==> config.mk <==
export PLATFORM = sky130hd
export DESIGN_NAME = generalized_goertzel_bin
export DESIGN_NICKNAME = d
export VERILOG_FILES = /design/src/design/ggb_pkg.sv /design/src/design/ggb_mul.sv /design/src/design/ggb_seq.sv /design/src/design/ggb_dp.sv /design/src/design/generalized_goertzel_bin.sv
export SDC_FILE = /design/constraint.sdc
export NUM_CORES = 2
export LEC_CHECK = 0
export ABC_CLOCK_PERIOD_IN_PS = 13500
export BUFFER_PORTS_ARGS = -buffer_cell sky130_fd_sc_hd__buf_4
export CORE_ASPECT_RATIO = 0.6
export CORE_MARGIN = 5
export CORE_UTILIZATION = 55
export CTS_BUF_LIST = sky130_fd_sc_hd__clkbuf_16
export DETAILED_ROUTE_END_ITERATION = 6
export PLACE_DENSITY_LB_ADDON = 0.2
export SLEW_MARGIN = 20
export SYNTH_ARGS = -nofsm -noshare
export SYNTH_HDL_FRONTEND = slang
export SYNTH_SLANG_ARGS = --single-unit
==> constraint.sdc <==
create_clock -name clk_i -period 13.5 [get_ports clk_i]
set_input_delay 2.7 -clock clk_i [delete_from_list [all_inputs] [get_ports clk_i]]
set_output_delay 2.7 -clock clk_i [all_outputs]
set_load 0.01 [all_outputs]
==> src/design/ggb_pkg.sv <==
// shared types, constants, saturation helpers and the microcode program
package ggb_pkg;

  // field and datapath widths
  localparam int SAMPLE_BITS   = 16;
  localparam int STATE_BITS    = 48;
  localparam int OUT_BITS      = 48;
  localparam int COEF_BITS     = 32;
  localparam int NUM_BITS      = 16;
  localparam int CFG_IDX_BITS  = 3;
  localparam int CFG_DATA_BITS = 32;
  localparam int Q_FRAC        = 30;
  localparam int SAMPLE_SHIFT  = 16;
  localparam int STEP_BITS     = 5;

  // split of the state operand for the shared multiplier
  localparam int LO_BITS   = STATE_BITS / 2;
  localparam int HI_BITS   = STATE_BITS - LO_BITS;
  localparam int PP_BITS   = LO_BITS + 1 + COEF_BITS;
  localparam int FULL_BITS = STATE_BITS + COEF_BITS + 1;
  localparam int SHR_BITS  = FULL_BITS - Q_FRAC;
  localparam int XS_BITS   = ((SAMPLE_BITS + SAMPLE_SHIFT) > STATE_BITS ?
                              SAMPLE_BITS + SAMPLE_SHIFT : STATE_BITS) + 1;

  typedef logic signed [SAMPLE_BITS-1:0] sample_t;
  typedef logic signed [STATE_BITS-1:0]  state_t;
  typedef logic signed [STATE_BITS:0]    wide_t;
  typedef logic signed [OUT_BITS-1:0]    out_t;
  typedef logic signed [COEF_BITS-1:0]   coef_t;
  typedef logic        [NUM_BITS-1:0]    num_t;
  typedef logic        [STEP_BITS-1:0]   step_t;
  typedef logic signed [PP_BITS-1:0]     pp_t;
  typedef logic signed [FULL_BITS-1:0]   full_t;

  localparam state_t STATE_MAX = {1'b0, {(STATE_BITS-1){1'b1}}};
  localparam state_t STATE_MIN = {1'b1, {(STATE_BITS-1){1'b0}}};
  localparam out_t   OUT_MAX   = {1'b0, {(OUT_BITS-1){1'b1}}};
  localparam out_t   OUT_MIN   = {1'b1, {(OUT_BITS-1){1'b0}}};
  localparam full_t  Q30_HALF  = FULL_BITS'(64'd1 << (Q_FRAC - 1));

  // configuration register indexes
  typedef enum logic [CFG_IDX_BITS-1:0] {
    REG_NUM_SAMPLES = 3'd0,
    REG_B_COEF      = 3'd1,
    REG_C_RE        = 3'd2,
    REG_C_IM        = 3'd3,
    REG_D_RE        = 3'd4,
    REG_D_IM        = 3'd5
  } reg_idx_e;

  typedef struct packed {
    num_t  num_samples;
    coef_t b_coef;
    coef_t c_re;
    coef_t c_im;
    coef_t d_re;
    coef_t d_im;
  } cfg_t;

  localparam cfg_t CFG_RESET = '{
    num_samples: NUM_BITS'(256),
    b_coef:      '0,
    c_re:        '0,
    c_im:        '0,
    d_re:        COEF_BITS'(64'd1 << Q_FRAC),
    d_im:        '0
  };

  // multiplier operand and coefficient selects
  typedef enum logic [1:0] {
    MA_S1  = 2'd0,
    MA_TRE = 2'd1,
    MA_TIM = 2'd2
  } ma_e;

  typedef enum logic [2:0] {
    MC_B   = 3'd0,
    MC_CRE = 3'd1,
    MC_CIM = 3'd2,
    MC_DRE = 3'd3,
    MC_DIM = 3'd4
  } mc_e;

  // adder operations
  typedef enum logic [3:0] {
    ALU_NONE    = 4'd0,
    ALU_ADD_P   = 4'd1,
    ALU_SUB_S2  = 4'd2,
    ALU_TRE     = 4'd3,
    ALU_TIM     = 4'd4,
    ALU_YRE_LD  = 4'd5,
    ALU_YRE_SUB = 4'd6,
    ALU_YIM_LD  = 4'd7,
    ALU_YIM_ADD = 4'd8
  } alu_e;

  // recursion state updates
  typedef enum logic [1:0] {
    SU_NONE  = 2'd0,
    SU_SHIFT = 2'd1,
    SU_CLEAR = 2'd2
  } su_e;

  typedef enum logic {
    JMP_NONE     = 1'b0,
    JMP_NOT_LAST = 1'b1
  } jmp_e;

  typedef struct packed {
    logic lo;
    logic hi;
    logic fin;
  } mul_op_t;

  typedef struct packed {
    mul_op_t mul;
    ma_e     ma;
    mc_e     mc;
    alu_e    alu;
    su_e     su;
    logic    emit;
    logic    done;
    jmp_e    jmp;
    step_t   target;
  } ctrl_t;

  typedef struct packed {
    logic last;
    logic out_full;
  } status_t;

  localparam ctrl_t CTRL_NOP = '{
    mul:    '{lo: 1'b0, hi: 1'b0, fin: 1'b0},
    ma:     MA_S1,
    mc:     MC_B,
    alu:    ALU_NONE,
    su:     SU_NONE,
    emit:   1'b0,
    done:   1'b0,
    jmp:    JMP_NONE,
    target: '0
  };

  localparam step_t STEP_SHIFT = STEP_BITS'(20);
  localparam step_t STEP_LAST  = STEP_BITS'(20);

  // a +/- b with one guard bit
  function automatic wide_t wide_add(state_t a, state_t b, logic sub);
    wide_t ax;
    wide_t bx;
    ax = (STATE_BITS+1)'(a);
    bx = (STATE_BITS+1)'(b);
    return sub ? wide_t'(ax - bx) : wide_t'(ax + bx);
  endfunction

  // clamp a sum to the state range
  function automatic state_t sat_sum(wide_t v);
    state_t r;
    if (v > STATE_MAX) r = STATE_MAX;
    else if (v < STATE_MIN) r = STATE_MIN;
    else r = v[STATE_BITS-1:0];
    return r;
  endfunction

  // clamp a sum to the result range
  function automatic out_t sat_out(wide_t v);
    out_t r;
    if (v > OUT_MAX) r = OUT_MAX;
    else if (v < OUT_MIN) r = OUT_MIN;
    else r = v[OUT_BITS-1:0];
    return r;
  endfunction

  // clamp a rounded, shifted product to the state range
  function automatic state_t sat_prod(logic signed [SHR_BITS-1:0] v);
    state_t r;
    if (v > STATE_MAX) r = STATE_MAX;
    else if (v < STATE_MIN) r = STATE_MIN;
    else r = v[STATE_BITS-1:0];
    return r;
  endfunction

  // integer sample to state format with 16 fraction bits
  function automatic state_t scale_sample(sample_t x);
    logic signed [XS_BITS-1:0] v;
    state_t r;
    v = XS_BITS'(x) <<< SAMPLE_SHIFT;
    if (v > STATE_MAX) r = STATE_MAX;
    else if (v < STATE_MIN) r = STATE_MIN;
    else r = v[STATE_BITS-1:0];
    return r;
  endfunction

  // microcode program: one control word per step
  function automatic ctrl_t ucode(step_t pc);
    ctrl_t c;
    c = CTRL_NOP;
    case (pc)
      // s1 * b
      5'd0: begin
        c.mul.lo = 1'b1; c.ma = MA_S1; c.mc = MC_B;
      end
      5'd1: begin
        c.mul.hi = 1'b1; c.ma = MA_S1; c.mc = MC_B;
      end
      5'd2: begin
        c.mul.fin = 1'b1;
      end
      // s0 = x + b*s1 - s2, start s1 * c_re early
      5'd3: begin
        c.alu = ALU_ADD_P;
      end
      5'd4: begin
        c.alu = ALU_SUB_S2; c.mul.lo = 1'b1; c.ma = MA_S1; c.mc = MC_CRE;
      end
      5'd5: begin
        c.mul.hi = 1'b1; c.ma = MA_S1; c.mc = MC_CRE;
        c.jmp = JMP_NOT_LAST; c.target = STEP_SHIFT;
      end
      // finalize: t = s0 - s1*c
      5'd6: begin
        c.mul.fin = 1'b1; c.mul.lo = 1'b1; c.ma = MA_S1; c.mc = MC_CIM;
      end
      5'd7: begin
        c.mul.hi = 1'b1; c.ma = MA_S1; c.mc = MC_CIM; c.alu = ALU_TRE;
      end
      5'd8: begin
        c.mul.fin = 1'b1;
      end
      5'd9: begin
        c.alu = ALU_TIM; c.mul.lo = 1'b1; c.ma = MA_TRE; c.mc = MC_DRE;
      end
      // y = t * d
      5'd10: begin
        c.mul.hi = 1'b1; c.ma = MA_TRE; c.mc = MC_DRE;
      end
      5'd11: begin
        c.mul.fin = 1'b1; c.mul.lo = 1'b1; c.ma = MA_TIM; c.mc = MC_DIM;
      end
      5'd12: begin
        c.mul.hi = 1'b1; c.ma = MA_TIM; c.mc = MC_DIM; c.alu = ALU_YRE_LD;
      end
      5'd13: begin
        c.mul.fin = 1'b1; c.mul.lo = 1'b1; c.ma = MA_TRE; c.mc = MC_DIM;
      end
      5'd14: begin
        c.mul.hi = 1'b1; c.ma = MA_TRE; c.mc = MC_DIM; c.alu = ALU_YRE_SUB;
      end
      5'd15: begin
        c.mul.fin = 1'b1; c.mul.lo = 1'b1; c.ma = MA_TIM; c.mc = MC_DRE;
      end
      5'd16: begin
        c.mul.hi = 1'b1; c.ma = MA_TIM; c.mc = MC_DRE; c.alu = ALU_YIM_LD;
      end
      5'd17: begin
        c.mul.fin = 1'b1;
      end
      5'd18: begin
        c.alu = ALU_YIM_ADD;
      end
      // hand the word over and restart the block
      5'd19: begin
        c.emit = 1'b1; c.su = SU_CLEAR; c.done = 1'b1;
      end
      // mid-block sample: advance the recursion
      5'd20: begin
        c.su = SU_SHIFT; c.done = 1'b1;
      end
      default: begin
        c.done = 1'b1;
      end
    endcase
    return c;
  endfunction

endpackage

==> src/design/ggb_mul.sv <==
// shared multiplier: state value times Q2.30 coefficient in two partial products
module ggb_mul import ggb_pkg::*; (
  input  logic    clk_i,
  input  mul_op_t op_i,
  input  state_t  a_i,
  input  coef_t   coef_i,
  output state_t  prod_o
);

  logic signed [LO_BITS:0] a_part;
  pp_t    pp_d;
  pp_t    pp_q;
  pp_t    lo_q;
  full_t  full;
  state_t prod_q;

  // low half unsigned, high half signed, one multiplier for both
  always_comb begin
    if (op_i.hi) begin
      a_part = (LO_BITS+1)'($signed(a_i[STATE_BITS-1:LO_BITS]));
    end else begin
      a_part = {1'b0, a_i[LO_BITS-1:0]};
    end
    pp_d = PP_BITS'(a_part) * PP_BITS'(coef_i);
  end

  // recombine, round half up, drop 30 fraction bits
  assign full = (FULL_BITS'(pp_q) <<< LO_BITS) + FULL_BITS'(lo_q) + Q30_HALF;

  always_ff @(posedge clk_i) begin
    if (op_i.lo || op_i.hi) begin
      pp_q <= pp_d;
    end
    if (op_i.hi) begin
      lo_q <= pp_q;
    end
    if (op_i.fin) begin
      prod_q <= sat_prod(full[FULL_BITS-1:Q_FRAC]);
    end
  end

  assign prod_o = prod_q;

endmodule

==> src/design/ggb_seq.sv <==
// microcode sequencer: step counter, program table and conditional jump
module ggb_seq import ggb_pkg::*; (
  input  logic    clk_i,
  input  logic    rst_ni,
  input  logic    start_i,
  input  status_t status_i,
  output ctrl_t   ctrl_o,
  output logic    busy_o
);

  typedef enum logic [1:0] {
    SEQ_IDLE = 2'b01,
    SEQ_RUN  = 2'b10
  } seq_state_e;

  seq_state_e state_q;
  seq_state_e state_d;
  step_t      pc_q;
  step_t      pc_d;
  ctrl_t      rom_word;
  logic       go;

  // fetch and stall while the output word is still pending
  always_comb begin
    rom_word = ucode(pc_q);
    go       = (state_q == SEQ_RUN) && !(rom_word.emit && status_i.out_full);
    ctrl_o   = go ? rom_word : CTRL_NOP;
  end

  // next step
  always_comb begin
    state_d = state_q;
    pc_d    = pc_q;
    if (start_i) begin
      state_d = SEQ_RUN;
      pc_d    = '0;
    end else if (go) begin
      if (rom_word.done) begin
        state_d = SEQ_IDLE;
      end else if (rom_word.jmp == JMP_NOT_LAST && !status_i.last) begin
        pc_d = rom_word.target;
      end else begin
        pc_d = step_t'(pc_q + 1'b1);
      end
    end
  end

  always_ff @(posedge clk_i or negedge rst_ni) begin
    if (!rst_ni) begin
      state_q <= SEQ_IDLE;
      pc_q    <= '0;
    end else begin
      state_q <= state_d;
      pc_q    <= pc_d;
    end
  end

  assign busy_o = (state_q == SEQ_RUN);

  // an accepted sample always starts the program at step zero
  a_start_pc: assert property (@(posedge clk_i) disable iff (!rst_ni)
    start_i |=> (state_q == SEQ_RUN) && (pc_q == '0))
    else $error("program did not start at step zero");

  // the step counter stays inside the program
  a_pc_range: assert property (@(posedge clk_i) disable iff (!rst_ni)
    pc_q <= STEP_LAST)
    else $error("step counter ran past the program");

  // the recursion update ends the program
  a_shift_ends: assert property (@(posedge clk_i) disable iff (!rst_ni)
    (state_q == SEQ_RUN) && (pc_q == STEP_SHIFT) |=> (state_q == SEQ_IDLE))
    else $error("program continued after the state update");

endmodule

==> src/design/ggb_dp.sv <==
// datapath: recursion state, saturating adder, operand selects and output register
module ggb_dp import ggb_pkg::*; (
  input  logic    clk_i,
  input  logic    rst_ni,
  input  logic    start_i,
  input  sample_t sample_i,
  input  cfg_t    cfg_i,
  input  ctrl_t   ctrl_i,
  input  logic    out_ready_i,
  output status_t status_o,
  output logic    out_valid_o,
  output out_t    out_re_o,
  output out_t    out_im_o
);

  state_t s1_q;
  state_t s2_q;
  num_t   count_q;
  state_t acc_q;
  state_t tim_q;
  state_t pa_q;
  out_t   y_re_q;
  out_t   y_im_q;
  out_t   out_re_q;
  out_t   out_im_q;
  logic   out_valid_q;

  state_t mul_a;
  coef_t  mul_coef;
  state_t prod;
  state_t opa;
  state_t opb;
  logic   sub;
  wide_t  sum;

  // multiplier operand selects
  always_comb begin
    case (ctrl_i.ma)
      MA_S1:   mul_a = s1_q;
      MA_TRE:  mul_a = acc_q;
      MA_TIM:  mul_a = tim_q;
      default: mul_a = s1_q;
    endcase
    case (ctrl_i.mc)
      MC_B:    mul_coef = cfg_i.b_coef;
      MC_CRE:  mul_coef = cfg_i.c_re;
      MC_CIM:  mul_coef = cfg_i.c_im;
      MC_DRE:  mul_coef = cfg_i.d_re;
      MC_DIM:  mul_coef = cfg_i.d_im;
      default: mul_coef = cfg_i.b_coef;
    endcase
  end

  ggb_mul u_mul (
    .clk_i  (clk_i),
    .op_i   (ctrl_i.mul),
    .a_i    (mul_a),
    .coef_i (mul_coef),
    .prod_o (prod)
  );

  // adder operand selects
  always_comb begin
    opa = acc_q;
    opb = prod;
    sub = 1'b0;
    case (ctrl_i.alu)
      ALU_ADD_P:   begin opa = acc_q; opb = prod; sub = 1'b0; end
      ALU_SUB_S2:  begin opa = acc_q; opb = s2_q; sub = 1'b1; end
      ALU_TRE:     begin opa = acc_q; opb = prod; sub = 1'b1; end
      ALU_TIM:     begin opa = '0;    opb = prod; sub = 1'b1; end
      ALU_YRE_SUB: begin opa = pa_q;  opb = prod; sub = 1'b1; end
      ALU_YIM_ADD: begin opa = pa_q;  opb = prod; sub = 1'b0; end
      default:     begin opa = acc_q; opb = prod; sub = 1'b0; end
    endcase
    sum = wide_add(opa, opb, sub);
  end

  // working registers
  always_ff @(posedge clk_i) begin
    if (start_i) begin
      acc_q <= scale_sample(sample_i);
    end else if (ctrl_i.alu == ALU_ADD_P || ctrl_i.alu == ALU_SUB_S2 ||
                 ctrl_i.alu == ALU_TRE) begin
      acc_q <= sat_sum(sum);
    end
    if (ctrl_i.alu == ALU_TIM) begin
      tim_q <= sat_sum(sum);
    end
    if (ctrl_i.alu == ALU_YRE_LD || ctrl_i.alu == ALU_YIM_LD) begin
      pa_q <= prod;
    end
    if (ctrl_i.alu == ALU_YRE_SUB) begin
      y_re_q <= sat_out(sum);
    end
    if (ctrl_i.alu == ALU_YIM_ADD) begin
      y_im_q <= sat_out(sum);
    end
    if (ctrl_i.emit) begin
      out_re_q <= y_re_q;
      out_im_q <= y_im_q;
    end
  end

  // recursion state and sample count
  always_ff @(posedge clk_i or negedge rst_ni) begin
    if (!rst_ni) begin
      s1_q    <= '0;
      s2_q    <= '0;
      count_q <= '0;
    end else begin
      case (ctrl_i.su)
        SU_SHIFT: begin
          s2_q    <= s1_q;
          s1_q    <= acc_q;
          count_q <= num_t'(count_q + 1'b1);
        end
        SU_CLEAR: begin
          s1_q    <= '0;
          s2_q    <= '0;
          count_q <= '0;
        end
        default: begin
        end
      endcase
    end
  end

  // output word register
  always_ff @(posedge clk_i or negedge rst_ni) begin
    if (!rst_ni) begin
      out_valid_q <= 1'b0;
    end else if (ctrl_i.emit) begin
      out_valid_q <= 1'b1;
    end else if (out_ready_i) begin
      out_valid_q <= 1'b0;
    end
  end

  // block end and output back-pressure
  assign status_o.last     = ((NUM_BITS+1)'(count_q) + 1'b1) >=
                             (NUM_BITS+1)'(cfg_i.num_samples);
  assign status_o.out_full = out_valid_q && !out_ready_i;

  assign out_valid_o = out_valid_q;
  assign out_re_o    = out_re_q;
  assign out_im_o    = out_im_q;

  // a finished word shows up on the output
  a_emit_valid: assert property (@(posedge clk_i) disable iff (!rst_ni)
    ctrl_i.emit |=> out_valid_o)
    else $error("finished word not presented");

  // a pending word is never overwritten
  a_no_overwrite: assert property (@(posedge clk_i) disable iff (!rst_ni)
    status_o.out_full |-> !ctrl_i.emit)
    else $error("pending output word overwritten");

  // the mid-block path is never taken on the block's last sample
  a_shift_not_last: assert property (@(posedge clk_i) disable iff (!rst_ni)
    (ctrl_i.su == SU_SHIFT) |-> !status_o.last)
    else $error("state advanced on the last sample of a block");

endmodule

==> src/design/generalized_goertzel_bin.sv <==
// Single-bin generalized Goertzel analyzer, top level with configuration registers.
// A sample is accepted only while the block is idle. A sample inside a block runs the
// recursion steps of the microcode program and then the state update; the sample that
// ends a block runs the recursion and finalizing steps instead, and the step that hands
// the word over waits while the output register still holds an unaccepted word. The
// microcode program drives one shared 25x32 multiplier, which forms each state-times-
// coefficient product from two partial products and a rounding step; the recursion
// uses one product, the finalizing steps six. The output register holds a finished
// complex word while the next block's samples are already being taken.
module generalized_goertzel_bin import ggb_pkg::*; (
  input  logic                      clk_i,
  input  logic                      rst_ni,
  input  logic                      in_valid_i,
  output logic                      in_ready_o,
  input  sample_t                   sample_i,
  output logic                      out_valid_o,
  input  logic                      out_ready_i,
  output out_t                      out_re_o,
  output out_t                      out_im_o,
  input  logic                      cfg_we_i,
  input  logic [CFG_IDX_BITS-1:0]   cfg_idx_i,
  input  logic [CFG_DATA_BITS-1:0]  cfg_wdata_i
);

  cfg_t    cfg_q;
  ctrl_t   ctrl;
  status_t status;
  logic    busy;
  logic    start;

  // input handshake
  assign in_ready_o = !busy;
  assign start      = in_valid_i && in_ready_o;

  // configuration registers
  always_ff @(posedge clk_i or negedge rst_ni) begin
    if (!rst_ni) begin
      cfg_q <= CFG_RESET;
    end else if (cfg_we_i) begin
      case (cfg_idx_i)
        REG_NUM_SAMPLES: cfg_q.num_samples <= cfg_wdata_i[NUM_BITS-1:0];
        REG_B_COEF:      cfg_q.b_coef      <= COEF_BITS'(cfg_wdata_i);
        REG_C_RE:        cfg_q.c_re        <= COEF_BITS'(cfg_wdata_i);
        REG_C_IM:        cfg_q.c_im        <= COEF_BITS'(cfg_wdata_i);
        REG_D_RE:        cfg_q.d_re        <= COEF_BITS'(cfg_wdata_i);
        REG_D_IM:        cfg_q.d_im        <= COEF_BITS'(cfg_wdata_i);
        default: begin
        end
      endcase
    end
  end

  ggb_seq u_seq (
    .clk_i    (clk_i),
    .rst_ni   (rst_ni),
    .start_i  (start),
    .status_i (status),
    .ctrl_o   (ctrl),
    .busy_o   (busy)
  );

  ggb_dp u_dp (
    .clk_i       (clk_i),
    .rst_ni      (rst_ni),
    .start_i     (start),
    .sample_i    (sample_i),
    .cfg_i       (cfg_q),
    .ctrl_i      (ctrl),
    .out_ready_i (out_ready_i),
    .status_o    (status),
    .out_valid_o (out_valid_o),
    .out_re_o    (out_re_o),
    .out_im_o    (out_im_o)
  );

endmodule
# Word level (Yosys, flattened, before mapping)
# Index checks and enable logic that the tools add are counted.
[totals]
register_bits = 794
output_inout_bits = 98
[classes]
addsub = 7
n_mul = 1
n_lt_le_gt_ge = 7
eq_ne = 43
mux = 36
n_reduce_logical = 40
[ops]
columns = ["cell", "count"]
rows = [
  ["48-bit two-way mux", 8],
  ["48-bit one-hot mux with 2 select lines", 4],
  ["32-bit one-hot mux with 4 select lines", 1],
  ["81-bit by 31-bit adder with 81-bit output, second input constant", 1],
  ["81-bit by 57-bit adder with 81-bit output", 1],
  ["25-bit by 32-bit multiplier with 57-bit output", 1],
  ["51-bit by 48-bit > comparator with 1-bit output, second input constant", 1],
  ["51-bit by 48-bit < comparator with 1-bit output, second input constant", 1],
  ["48-bit by 48-bit adder with 49-bit output", 1],
  ["49-bit by 48-bit > comparator with 1-bit output, second input constant", 1],
  ["49-bit by 48-bit < comparator with 1-bit output, second input constant", 1],
  ["49-bit two-way mux", 1],
  ["48-bit by 48-bit subtractor with 49-bit output", 1],
  ["32-bit by 48-bit > comparator with 1-bit output, second input constant", 1],
  ["32-bit by 48-bit < comparator with 1-bit output, second input constant", 1],
  ["5-bit by 4-bit equality test with 1-bit output, second input constant", 8],
  ["16-bit one-hot mux with 2 select lines", 1],
  ["4-bit one-hot mux with 8 select lines", 1],
  ["5-bit one-hot mux with 6 select lines", 1],
  ["5-bit equality test, second input constant", 5],
  ["25-bit two-way mux", 1],
  ["22-bit two-way mux", 1],
  ["7-bit OR reduction", 3],
  ["5-bit by 3-bit equality test with 1-bit output, second input constant", 4],
  ["31 further kinds", 84],
]

# Longest topological paths before layout
[logic_depth]
ltp_word = 16
ltp_mapped = 43

# Hierarchy
# Synthesis repeated with hierarchy kept, for this count alone.
[unflattened]
hier_cells = 6511
area_unflattened_um2 = 68161.6
[by_module_without_submodules]
columns = ["mod", "instances", "cells_per_inst", "area_per_inst_um2", "seq_area_each_um2"]
rows = [
  ["ggb_mul", 1, 3771, 36690.2, 4144.0],
  ["ggb_dp", 1, 2221, 23704.0, 12917.4],
  ["generalized_goertzel_bin", 1, 380, 6656.4, 4406.7],
  ["ggb_seq", 1, 139, 1111.1, 176.4],
]

# Worst setup path before layout
# Ideal clock, no wire load.
[synth_path]
path_type = "input -> register"
from = "input port out_ready_i"
to = "register u_dp.u_mul.pp_q[56], data pin"
setup_ns = 0.256
arrival_ns = 11.428
required_ns = 13.244
path_slack_ns = 1.816
path_stages = 34
n_path_buf = 5
cell_sequence = "nand2b_1 > o31ai_1 > nor2_1 > buf_2 > buf_2 > buf_2 > mux2i_1 > a21oi_1 > clkbuf_1 > nand2_1 > fa_1 > inv_1 > fa_1 > inv_1 > fa_1 > fa_1 > inv_1 > fa_1 > fa_1 > inv_1 > fa_1 > inv_1 > ha_1 > clkbuf_1 > nand4_1 > inv_1 > and3_1 > o2111ai_1 > o211a_1 > o31ai_1 > a21oi_1 > o41ai_1 > nand4_1 > and4_1"
[synth_rtl]
columns = ["item", "line_no", "source"]
rows = [
  ["from (decl)", "generalized_goertzel_bin.sv:17", "input logic out_ready_i,"],
  ["to (signal assigned)", "ggb_mul.sv:32", "pp_q <= pp_d;"],
  ["to (decl)", "ggb_mul.sv:12", "pp_t pp_q;"],
]

# Worst setup path after layout
[layout_path]
from = "input port out_ready_i"
to = "register u_dp.u_mul.pp_q[51], data pin"
[layout_between]
elab_chain_len = 10
word_cells_on_any_way = 16
cone_classes = "1 x mul; 6 x eq/ne; 4 x mux; 5 x reduce/logical"
[layout_rtl]
columns = ["item", "line_no", "source"]
rows = [
  ["1-bit zero test *", "ggb_dp.sv:143", "assign status_o.out_full = out_valid_q && !out_ready_i;"],
  ["1-bit logical AND *", "ggb_dp.sv:143", ""],
  ["1-bit logical AND *", "ggb_seq.sv:26", "go = (state_q == SEQ_RUN) && !(rom_word.emit && status_i.out_full);"],
  ["1-bit zero test *", "ggb_seq.sv:26", ""],
  ["1-bit logical AND *", "ggb_seq.sv:26", ""],
  ["22-bit two-way mux *", "ggb_seq.sv:27", "ctrl_o = go ? rom_word : CTRL_NOP;"],
  ["2-bit equality test / 2-bit by 1-bit equality test with 1-bit output (equally long branches)", "ggb_dp.sv:38", "case (ctrl_i.ma)"],
  ["48-bit one-hot mux with 2 select lines", "ggb_dp.sv:38", ""],
  ["25-bit two-way mux", "ggb_mul.sv:19", "if (op_i.hi) begin"],
  ["25-bit by 32-bit multiplier with 57-bit output *", "ggb_mul.sv:24", "pp_d = PP_BITS'(a_part) * PP_BITS'(coef_i);"],
  ["named net u_dp.u_mul.pp_d[51]", "ggb_mul.sv:11", "pp_t pp_d;"],
]
# Mark *: on every way through the listed nets, which the timed path passes. The rest lies on a longest branch.
# A chain may end at the register's enable or synchronous reset.

==> flow_summary.toml <==
[outcome]
outcome = "complete, no violations"

[cells_and_area]
multi_input_area_um2 = 41300
instances_no_fill = 8321
final-seq-area_um2 = 21600
design_area_um2 = 73600
fillers = 10100
nets = 7850
syn_to_final_growth_pct = 9.61
drive_above_1_share_pct = 11.3

[die]
die_area_um2 = 129000
dieHeight_um = 281
rows = 99
fp.coreArea_um2 = 121000
initial_core_util_pct = 55.3
num_io_pins = 154
die_x_um = 461

[logic_synthesis]
synth_area_leaders = "fa_1 24%, edfxtp_1 21%, dfrtp_1 11%"
yosys_register_bits = 770
ys_seq_area_share_pct = 32.2
synthCells = 6539
ys_types = 88
ys_dominant_reg_cell = "edfxtp_1"
synth_fp_nets = 7753
post-synth-top-area-cell = "fa_1"
syn-cell-area_um2 = 67100
avgSynthCellArea_um2 = 10.3
yosysWarnings = 0
synthArstFlopShare_pct = 38.4
synth_top_area_share_pct = 24.5
synth_edf_count = 474

[cts]
htree_num_levels = 3
clock_tree.buffer_depth = 3
insertion_delay_ns = 0.72
ctsResizeCount = 0
clock-root-buffer = "clkbuf_16"
cts-buffers-inserted = 78
cts_setup_buffers = 0
postCtsHoldBufs = 0
cts.sinks = 770
cts.reportedPaths.clkPinSlew_ns = 0.06
cts_tree = "done"

[critical_path]
critical_path_class = "in2reg"
reg2reg_depth = 28
r2r-end = "u_dp.u_mul.pp_q[51]"
path_delay_family = "adder cells"
end_kind = "flop"
rrSetupSlack_ns = 1.40
worst_ep_required_time_ns = 13.91
worstSetupPathDepth = 29
crit_slowest_cell = "ha_1"
worst_path_most_repeated_cell = "fa_1"
start_kind = "primary input"
cp_num_buf_inv = 5
path_max_fanout = 18
cp-startpoint = "out_ready_i"
r2r-start = "u_seq.pc_q[2]"
cp_slowest_stage_delay_ns = 0.95
crit_path_end = "u_dp.u_mul.pp_q[51]"
cp.arrival_ns = 13.40

[placed_design]
finalWeightedCongestion = 1.01
pre_cts_slack_ns = 0.159
place_hpwl_mm = 172
port_buffers = 153
dpl.cell_count = 8172
placed_area_um2 = 70900

[sta]
setup_viol = 0
setup_ws_ns = 0.512
max-slew-margin-rel_pct = 19.0
final_hold_viol_count = 0
fmax_mhz = 77.0
skew_ns = 0.0598
drv_slew = 0
fin_crit_sh_pct = 96.2
rsz0062_at_grt = "false"
worstMarginPinSlew_ns = 1.22
min_period_ns = 12.99
setup_tns_ns = 0

[routing]
vias = 50400
drc = 0
drtAntennaViolNets = 0
wl_per_cell_um = 25.9
wl_mm = 215
drtIter0Drc = 5954
viasPerCell = 6.06
drtPass1Iterations = 6

[global_route]
antenna_found_initial = 6
grt_max_degree = 92
grt_pass1_wl_mm = 323
gr-total-overflow = 0
grt_pass1_vias = 49800
grt_use_total_pct = 33.7

[worst_hold_path]
hold_path.class = "reg2reg"

[run]
maxCapViolations = 0
==> synth_stat cells (all sizes together) (22+ instances only) <==
| cell type | count |
|---|---|
| a211oi | 25 |
| a21boi | 44 |
| a21o | 78 |
| a21oi | 249 |
| a221oi | 31 |
| a22o | 51 |
| a31oi | 40 |
| and2 | 44 |
| and3 | 28 |
| buf | 56 |
| clkbuf | 275 |
| dfrtp | 293 |
| edfxtp | 474 |
| fa | 820 |
| ha | 338 |
| inv | 853 |
| mux2 | 195 |
| mux2i | 87 |
| nand2 | 749 |
| nand2b | 139 |
| nand3 | 44 |
| nand4 | 58 |
| nor2 | 544 |
| nor2b | 22 |
| nor3 | 50 |
| nor4 | 24 |
| o211ai | 29 |
| o21a | 62 |
| o21ai | 327 |
| o21bai | 27 |
| o31ai | 38 |
| or3 | 30 |
| xnor2 | 122 |
| xor2 | 92 |
==> worst min path at each step <==
stage,slack [ns],cells after the start,start,end
3_3_place_gp,0.40,0,u_dp.y_im_q[11],u_dp.out_im_o[11]
5_1_grt,0.42,0,u_dp.y_re_q[32],u_dp.out_re_o[32]
4_1_cts,0.41,0,u_dp.y_im_q[15],u_dp.out_im_o[15]
3_5_place_dp,0.40,0,u_dp.y_im_q[37],u_dp.out_im_o[37]
6_report,0.41,0,u_dp.y_im_q[15],u_dp.out_im_o[15]
2_1_floorplan,0.40,0,u_dp.y_im_q[0],u_dp.out_im_o[0]
==> worst reg2reg max path: cells and delay by family, from the launching register on <==
family / cells / cell delay [ns]
xor gates and xnor gates: 1 / 0.10
adders and majority gates: 9 / 5.11
and+or+nand+nor: 3 / 0.98
AOI/OAI and AO/OA: 11 / 4.28
buffers and inverters: 4 / 0.41
DFF: 1 / 0.90
==> metal layers <==
metal / routed length [um] / part of all wire [%] / GRT usage (%)
met5: 172 / 0.080 / 1.32
met4: 3290 / 1.5 / 4.96
met2: 79400 / 37 / 41.7
met3: 34900 / 16 / 16.4
met1: 97500 / 45 / 53.1
==> state kept, by name, summed over array words and instances, names as in the netlist <==
signal             count
u_dp.y_re_q           48
u_dp.u_mul.lo_q       33
u_dp.out_valid_o       1
u_dp.u_mul.pp_q       57
u_dp.s1_q             48
u_dp.u_mul.prod_o     48
u_dp.count_q          16
u_dp.pa_q             48
u_dp.acc_q            48
u_dp.tim_q            48
u_dp.s2_q             48
cfg_q                176
u_dp.out_im_o         48
u_seq.state_q          2
u_seq.pc_q             5
u_dp.y_im_q           48
u_dp.out_re_o         48
==> cell usage in the layout, fill, tap and decap left out, types with 40 or more instances in the layout <==
cell,netlist,routed
inv_1,853,857
fa_1,820,820
nand2_1,749,748
nor2_1,544,535
edfxtp_1,474,474
ha_1,338,336
buf_4,0,336
o21ai_0,318,298
dfrtp_1,293,293
a21oi_1,249,233
mux2_2,195,195
nand2b_1,138,138
xnor2_1,122,122
xor2_1,92,92
mux2i_1,87,87
a21o_1,78,78
clkbuf_16,0,78
o21a_1,62,62
nand4_1,58,58
a22o_1,51,51
nor3_1,48,45
nand3_1,44,44
and2_1,44,44
a21boi_0,43,43
a31oi_1,40,40
==> kinds of logic after synthesis <==
kind of cell | count (synthesis) | synth area share [%]
AO/OA/AOI/OAI | 1119 | 10.7
flip-flops | 770 | 32.2
AND/OR/NAND/NOR | 1793 | 11.9
adder cells (fa/ha/maj) | 1175 | 31.0
multiplexers | 283 | 4.60
XOR/XNOR | 214 | 2.79
buffers and inverters | 1185 | 6.74
==> per-stage QoR <==
step                      hold slack [ns]  util, %
final                               0.407     60.6
after floorplan                     0.400        -
after detailed placement            0.405     58.4
after global placement              0.401     58.4
after global routing                0.421     60.6
after CTS                           0.410     60.6
==> layout make-up <==
cell class	count	share of cell area [%]
clock inverter	64	0.958
clock buffer	78	2.65
tap	1616	2.75
inverter	854	4.36
sequential	770	29.4
timing repair buffer	348	3.71
multi-input combinational	4584	56.1
antenna	7	0.0238
Power is left out: the tool's default activity adds up to more than one toggle a clock period on the data nets, which glitch-free logic cannot reach.
